### config.mk
export PLATFORM = sky130hd
export DESIGN_NAME = mtc_cell
export DESIGN_NICKNAME = d
export VERILOG_FILES = /design/src/rtl/mtc_pkg.sv /design/src/rtl/mtc_cell.sv
export SDC_FILE = /design/constraint.sdc
export NUM_CORES = 1
export LEC_CHECK = 0
export ABC_AREA = 1
export BUFFER_PORTS_ARGS = -buffer_cell sky130_fd_sc_hd__buf_2
export CAP_MARGIN = 20
export CORE_MARGIN = 8
export CORE_UTILIZATION = 55
export CTS_BUF_LIST = sky130_fd_sc_hd__clkbuf_4 sky130_fd_sc_hd__clkbuf_8
export CTS_CLUSTER_SIZE = 20
export DETAILED_ROUTE_END_ITERATION = 8
export GPL_TIMING_DRIVEN = 1
export MAX_ROUTING_LAYER = met4
export PLACE_DENSITY = 0.91
export SYNTH_ARGS = -nofsm -noshare
export SYNTH_HDL_FRONTEND = slang
export SYNTH_SLANG_ARGS = --single-unit
export TNS_END_PERCENT = 5
### constraint.sdc
create_clock -name clk -period 4.1 [get_ports clk]
set_input_delay 0 -clock clk [delete_from_list [all_inputs] [get_ports clk]]
set_output_delay 0 -clock clk [all_outputs]
set_load 0.05 [all_outputs]
### src/rtl/mtc_pkg.sv
package mtc_pkg;

	localparam int MAX_ITEMS_DEF  = 256;
	localparam int VALUE_BITS_DEF = 16;

	// fixed field widths on the ports
	localparam int IN_VALUE_W = 16;
	localparam int TOTAL_W    = 22;
	localparam int OUT_DATA_W = 24;

	localparam logic [TOTAL_W-1:0] TOTAL_MAX = {TOTAL_W{1'b1}};

	// control bits that travel with an item along the chain
	typedef struct packed {
		logic valid;
		logic last;
		logic ovf;
	} ctl_t;

	function automatic logic [TOTAL_W-1:0] sat_add(input logic [TOTAL_W-1:0] a,
			input logic [TOTAL_W-1:0] b);
		logic [TOTAL_W:0] s;
		s = {1'b0, a} + {1'b0, b};
		return s[TOTAL_W] ? TOTAL_MAX : s[TOTAL_W-1:0];
	endfunction

endpackage

### src/rtl/mtc_cell.sv
module mtc_cell #(
	parameter int MAX_ITEMS  = 256,
	parameter int VALUE_BITS = 16,
	parameter int CELL_IDX   = 0,
	localparam int PW = $clog2(MAX_ITEMS + 1),
	localparam int CW = $clog2(MAX_ITEMS)
) (
	input  logic                     clk,
	input  logic                     arst_n,
	input  logic                     adv,
	input  mtc_pkg::ctl_t            ctl_i,
	input  logic [VALUE_BITS-1:0]    value_i,
	input  logic [PW-1:0]            pos_i,
	input  logic [mtc_pkg::TOTAL_W-1:0] sum_i,
	input  logic [CW-1:0]            below_i,
	input  logic [CW-1:0]            above_i,
	output mtc_pkg::ctl_t            ctl_o,
	output logic [VALUE_BITS-1:0]    value_o,
	output logic [PW-1:0]            pos_o,
	output logic [mtc_pkg::TOTAL_W-1:0] sum_o,
	output logic [CW-1:0]            below_o,
	output logic [CW-1:0]            above_o
);
	import mtc_pkg::*;

	localparam logic [PW-1:0] IDX = PW'(CELL_IDX);

	logic [VALUE_BITS-1:0] entry_value_q;
	logic [CW-1:0]         entry_below_q;
	logic [CW-1:0]         entry_above_q;

	ctl_t                  ctl_s1;
	logic [VALUE_BITS-1:0] value_s1;
	logic [PW-1:0]         pos_s1;
	logic [TOTAL_W-1:0]    sum_s1;
	logic [CW-1:0]         below_s1;
	logic [CW-1:0]         above_s1;

	logic               hit;
	logic               store;
	logic               lt;
	logic               gt;
	logic [CW-1:0]      add_cnt;
	logic [TOTAL_W-1:0] sum_next;

	// this entry holds an earlier value of the sequence when its slot is below the item's
	assign hit   = ctl_i.valid && !ctl_i.ovf && (pos_i > IDX);
	assign store = ctl_i.valid && !ctl_i.ovf && (pos_i == IDX);
	assign lt    = entry_value_q < value_i;
	assign gt    = entry_value_q > value_i;

	always_comb begin
		add_cnt = '0;
		if (hit && lt) begin
			add_cnt = entry_below_q;
		end else if (hit && gt) begin
			add_cnt = entry_above_q;
		end
		sum_next = sat_add(sum_i, TOTAL_W'(add_cnt));
	end

	always_ff @(posedge clk or negedge arst_n) begin
		if (!arst_n) begin
			ctl_s1 <= '0;
		end else if (adv) begin
			ctl_s1 <= ctl_i;
		end
	end

	always_ff @(posedge clk) begin
		if (adv) begin
			value_s1 <= value_i;
			pos_s1   <= pos_i;
			sum_s1   <= sum_next;
			below_s1 <= below_i + CW'(hit && lt);
			above_s1 <= above_i + CW'(hit && gt);
		end
		if (adv && store) begin
			entry_value_q <= value_i;
			entry_below_q <= below_i;
			entry_above_q <= above_i;
		end
	end

	assign ctl_o   = ctl_s1;
	assign value_o = value_s1;
	assign pos_o   = pos_s1;
	assign sum_o   = sum_s1;
	assign below_o = below_s1;
	assign above_o = above_s1;

endmodule

==> run summary, run 1 <==
run status: finished clean
post-synth top area share: 56.7%
CTS sink count: 98
clk root buf: clkbuf_8
first-pass GRT wire length: 21900 um
largest family of logic cells by synthesized area: simple AND/OR/NAND/NOR gates
fin util: 72.2%
worst reg2reg path depth: 18
Hold Path Class: primary input to flip-flop
# H-tree levels: 3
most frequent CP cell: nand2_1
count of final hold-check violations: 0
TritonRoute pass-1 iters: 6
clock buffer count from CTS: 9
vias: 4068
Syn Std Cell Area: 5030 um2
initial antenna violation count: 2
core area: 9060 um2
Slew Limit Fails: 0
clk_lat worst skew: 0.39 ns
pre-CTS setup slack: 0.604 ns
Vias/cell: 5.30
Fin Clk Skew: 0.0307 ns
worst-path cell chain: ha_1 > a21oi_1 > nor2_1 > nor2_1 > nand2_1 > nand2_1 > nand2_2 > nand3_1 > nand2_1 > ha_1 > fa_1 > nand3_1 > nand2_4 > nand2_1 > nand2_1 > nand2_1 > and2_1 > nand3_2
FFs w/ async S/R, synth: 3.06%
Worst setup SP type: flip-flop
Synth area leader: edfxtp_1
final number of setup-violating endpoints: 0
crit path capture type: flip-flop
CP required: 4.22 ns
RR Startpoint: entry_value_q[5]
All-Layer GR Usage: 22.8%
main flop type after synthesis: edfxtp_1
Die X: 112 um
Mapped Cells: 454
Worst-path clk slew: 0.11 ns
Die ar.: 12500 um2
GPL Wtd Cong: 0.853
post-synthesis adder-cell area fraction: 7.36%
Hold EP: sum_o[17]
Area Growth Syn to Fin: 30.1%
Nets: 747
critical path arrival: 3.78 ns
register area share after synthesis: 58.2%
DPL Wire Length: 9330 um
yosys warns: 0
Fmax: 273 MHz
Setup crit start: entry_value_q[5]
Non-Filler Instances: 767
Setup Fix Bufs, Post-CTS: 0
Hold Path Depth: 3
kind of critical path: flip-flop to flip-flop
Crit path depth: 18
CTS tree: yes
vias in the first global route: 4326
Post-route DRC: 0
Initial DRC Count: 305
Slew headroom: 43.9%
Post-Synth XOR/XNOR Area: 3.31%
port buffer count: 134
post-synthesis compound-gate area fraction: 2.01%
reg2reg end: sum_o[15]
Tightest Pin Transition: 0.842 ns
die height: 112 um
Final Cycle Share: 89.2%
Post-synth EDFFs: 95
final worst slack: 0.441 ns
Synth Register Bits: 98
ranking of synthesized cells by area: edfxtp_1, ha_1, nand2_1, inv_1, nand3_1
largest net degree at the start of global routing: 69
reg2reg setup slack: 0.44 ns
global route overflow: 0
top-count cell post-synth: edfxtp_1
total power: 2.30 mW
Site Rows: 35
Initial Utilization: 55.5%
critical path peak fanout: 10
Post-Synth Simple-Gate Area: 22.7%
Wirelength per Cell: 17.8 um
Worst path slowest cell: fa_1
Top Ports: 135
Syn Nets: 552
Max Cap Viol: 0
crit-path max cell delay: 0.43 ns
layout cells sized above 1: 30.4%
placed instance count: 698
fin crit period: 3.66 ns
remaining antenna violation count after routing: 0
static leakage: 3.03 nW
syn avg cell area: 11.1 um2
critical path's top delay family: simple AND/OR/NAND/NOR gates
VDD IR max: 0.000428 V
Pwr per Cell Area: 351 nW/um2
setup TNS: 0 ns
Max clock buf depth: 2
synth cell count leaders: edfxtp_1, nand2_1, inv_1
WP buf/inv: 0
drt total wl: 13700 um
worst hold start: sum_i[17]
post-synthesis mux area share: 0.447%
RSZ-0062 raised after global routing: no
Synth cell types: 36
cell families after synthesis:
kind of cell / count (synthesis)
simple gates: 217
mux: 2
xor+xnor: 19
compound gates: 17
fa+ha+maj: 29
flops: 98
buf+inv: 72
tightest hold or removal path: stages:
cell	delay, ns
buf_2	0.13
nand3_1	0.09
nand3_2	0.07
report_power, final:
part           switching, mW  total, mW  internal, mW
Sequential            0.0131       1.17          1.16
Combinational          0.340      0.484         0.144
Clock                  0.397      0.642         0.245
worst max path at each step:
stage,end
2_1_floorplan,sum_o[15]
3_3_place_gp,sum_o[15]
3_5_place_dp,sum_o[15]
4_1_cts,sum_o[15]
5_1_grt,sum_o[15]
6_report,sum_o[15]
flip-flops by register name, summed over array words and instances, names as in the netlist:
register       cells
sum_o             22
entry_value_q     16
value_o           16
pos_o              9
above_o            8
below_o            8
entry_above_q      8
entry_below_q      8
ctl_o              3
final cells by class:
| type | instances | area, um2 |
|---|---|---|
| Tap cell | 111 | 139 |
| Timing Repair Buffer | 187 | 1200 |
| Clock inverter | 7 | 81.3 |
| Antenna cell | 2 | 5.00 |
| Inverter | 69 | 265 |
| Fill cell | 606 | 2520 |
| Clock buffer | 9 | 124 |
| Sequential cell | 98 | 2930 |
| Multi-Input combinational cell | 284 | 1810 |
stage by stage:
step / hold slack [ns] / cell area, um2
5_1_grt: 0.00958 / 6550
3_3_place_gp: -0.206 / 5830
4_1_cts: 0.000596 / 6540
6_report: 0.0220 / 6550
2_1_floorplan: -0.296 / 5030
3_5_place_dp: -0.201 / 5830
layout by cell type, fill, tap and decap left out, types with 5 or more instances in the layout:
cell type / instances
nand3_2: 5
ha_1: 28
buf_2: 134
xor2_1: 12
inv_1: 58
clkbuf_8: 9
edfxtp_1: 95
inv_2: 7
nand2_2: 8
dlygate4sd3_1: 51
nand3_4: 6
a21oi_1: 9
nand4_1: 16
nand3_1: 39
nor2_1: 29
nand2_4: 8
xnor2_1: 7
nand2_1: 91
per-layer routing:
layer	global-route usage, %	wire [um]	vias up	part of all wire (%)
met2	40.2	7190	178	52
met4	11.2	537	0	3.9
met5	-	0	-	0
li1	-	-	1942	-
met3	4.49	748	46	5.5
met1	24.1	5220	1902	38
repair_timing:
item                      4_1_cts  5_1_grt
hold endpoints to repair       81        0
hold buffers                   51        0
resized for setup               0        0
Note: power is estimated with default switching activity, not from simulation.
==> run 2, diff against run 1 <==
--- a/config.mk
+++ b/config.mk
@@ -16,6 +16,7 @@
 export GPL_TIMING_DRIVEN = 1
 export MAX_ROUTING_LAYER = met4
 export PLACE_DENSITY = 0.91
+export SETUP_SLACK_MARGIN = 0.5
 export SYNTH_ARGS = -nofsm -noshare
 export SYNTH_HDL_FRONTEND = slang
 export SYNTH_SLANG_ARGS = --single-unit
==> run 2 against run 1 <==
- critical endpoint is now sum_o[19]
- register-to-register slack improved by 0.20 ns
- worst hold slack improved by 0.0040 ns
- critical path depth fell by 1
- cell area rose by 0.25%
- first-iteration DRC count fell by 5.6%
- sequential share of layout area fell by 0.11 points
- clock power barely moved
- total power barely moved
- global-route usage did not move
- maximum frequency rose by 5.7%
- utilization rose by 0.18 points
==> run summary, run 2 (synthesis gave the netlist of run 1 again) <==
critical path arrival: 3.58 ns
critical path peak fanout: 13
die height: 112 um
reg2reg end: sum_o[19]
Initial Utilization: 55.5%
Critical Path End: sum_o[19]
global route overflow: 0
remaining antenna violation count after routing: 0
clock buffer count from CTS: 9
Sw Ratio: 32.6%
Top Ports: 135
Area Growth Syn to Fin: 30.4%
Die X: 112 um
Seq pwr share: 51.0%
clk root buf: clkbuf_8
Final Cycle Share: 84.5%
Slew Limit Fails: 0
Worst setup SP type: flip-flop
fin crit period: 3.46 ns
met3 routed WL: 807 um
worst reg2reg path depth: 17
kind of critical path: flip-flop to flip-flop
largest net degree at the start of global routing: 69
top sig layer: met4
metal2 WL: 7310 um
Vias/cell: 5.34
placed instance count: 698
Initial DRC Count: 288
DPL Wire Length: 9330 um
final hold slack: 0.0260 ns
most frequent cells in the layout: buf_2, edfxtp_1, nand2_1, inv_1, dlygate4sd3_1
VDD IR max: 0.000426 V
static leakage: 3.04 nW
combinational share of power: 21.2%
Max Cap Viol: 0
TritonRoute pass-1 iters: 5
final number of setup-violating endpoints: 0
Post-route DRC: 0
Wirelength per Cell: 18.0 um
crit path capture type: flip-flop
# H-tree levels: 3
port buffer count: 134
Die ar.: 12500 um2
CTS tree: yes
setup TNS: 0 ns
clk_lat worst skew: 0.39 ns
Setup Fix Bufs, Post-CTS: 0
Hold Path Class: primary input to flip-flop
Clk pwr share: 27.9%
vias: 4092
first-pass GRT wire length: 21900 um
total power: 2.30 mW
initial antenna violation count: 2
RSZ-0062 raised after global routing: yes
Pwr per Cell Area: 350 nW/um2
max FFs per register: 22
Worst-path clk slew: 0.11 ns
drt total wl: 13800 um
CTS sink count: 98
core area: 9060 um2
Max clock buf depth: 2
Psw: 749 uW
RR Startpoint: entry_value_q[5]
most common cell after layout, fill and taps aside: buf_2
All-Layer GR Usage: 22.8%
vias in the first global route: 4326
met1 wire length: 5200 um
Setup crit start: entry_value_q[5]
final worst slack: 0.637 ns
run status: finished clean
pre-CTS setup slack: 0.604 ns
layout cells sized above 1: 31.0%
Internal Power: 1.55 mW
Nets: 747
reg2reg setup slack: 0.64 ns
Non-Filler Instances: 767
Tightest Pin Transition: 0.844 ns
Fmax: 289 MHz
GPL Wtd Cong: 0.853
CP required: 4.21 ns
Slew headroom: 43.7%
count of final hold-check violations: 0
Fin Clk Skew: 0.0300 ns
Site Rows: 35
-- run 2: worst min path at each step --
stage,end,startpoint,slack [ns],cells after the start
final,sum_o[15],sum_i[15],0.03,3
after global routing,sum_o[15],sum_i[15],0.01,3
after CTS,sum_o[15],sum_i[15],0.0006,3
after detailed placement,ctl_o[2],arst_n,-0.20,1
after global placement,ctl_o[1],arst_n,-0.21,1
after floorplan,ctl_o[0],arst_n,-0.30,0
-- run 2: final cells by class --
cell class                 count  area [um2]
multi-input combinational    284        1830
sequential                    98        2930
clock buffer                   9         124
fill                         603        2500
inverter                      69         265
tap                          111         139
timing repair buffer         187        1200
antenna                        2        5.00
clock inverter                 7        81.3
-- run 2: stage by stage --
step	util, %	cell area [um2]
3_3_place_gp	64.3	5830
6_report	72.4	6560
3_5_place_dp	64.3	5830
5_1_grt	72.4	6560
4_1_cts	72.2	6540
2_1_floorplan	-	5030
-- run 2: layer usage --
layer,GRT usage [%],up-vias
li1,-,1936
met3,4.49,34
met1,24.1,1928
met2,40.2,194
met5,-,-
met4,11.2,0
-- run 2: power by group through the flow --
stage	logic (mW)	registers (mW)	clock network, mW
after global routing	0.514	1.17	0.684
final	0.486	1.17	0.640
after CTS	0.477	1.17	0.643
after global placement	0.428	1.19	0
after floorplan	0.117	1.37	0
after detailed placement	0.438	1.19	0
-- run 2: what timing repair did --
item / 4_1_cts / 5_1_grt
hold buffers: 51 / 0
gates resized for setup: 0 / 4
hold endpoints to repair: 81 / 0
setup endpoints to repair: 0 / 20
-- run 2: critical path: stages (launching register included) --
cell and delay, ns:
edfxtp_1 0.41, ha_1 0.32, a21oi_1 0.18, nor2_1 0.06, nor2_1 0.14, nand2_1 0.10
nand2_2 0.16, nand2_2 0.15, nand3_1 0.12, nand2_1 0.08, ha_1 0.25, fa_1 0.44
nand3_1 0.14, nand2_4 0.08, nand3_4 0.10, nand2_4 0.09, nand3_4 0.26, nand3_1 0.13
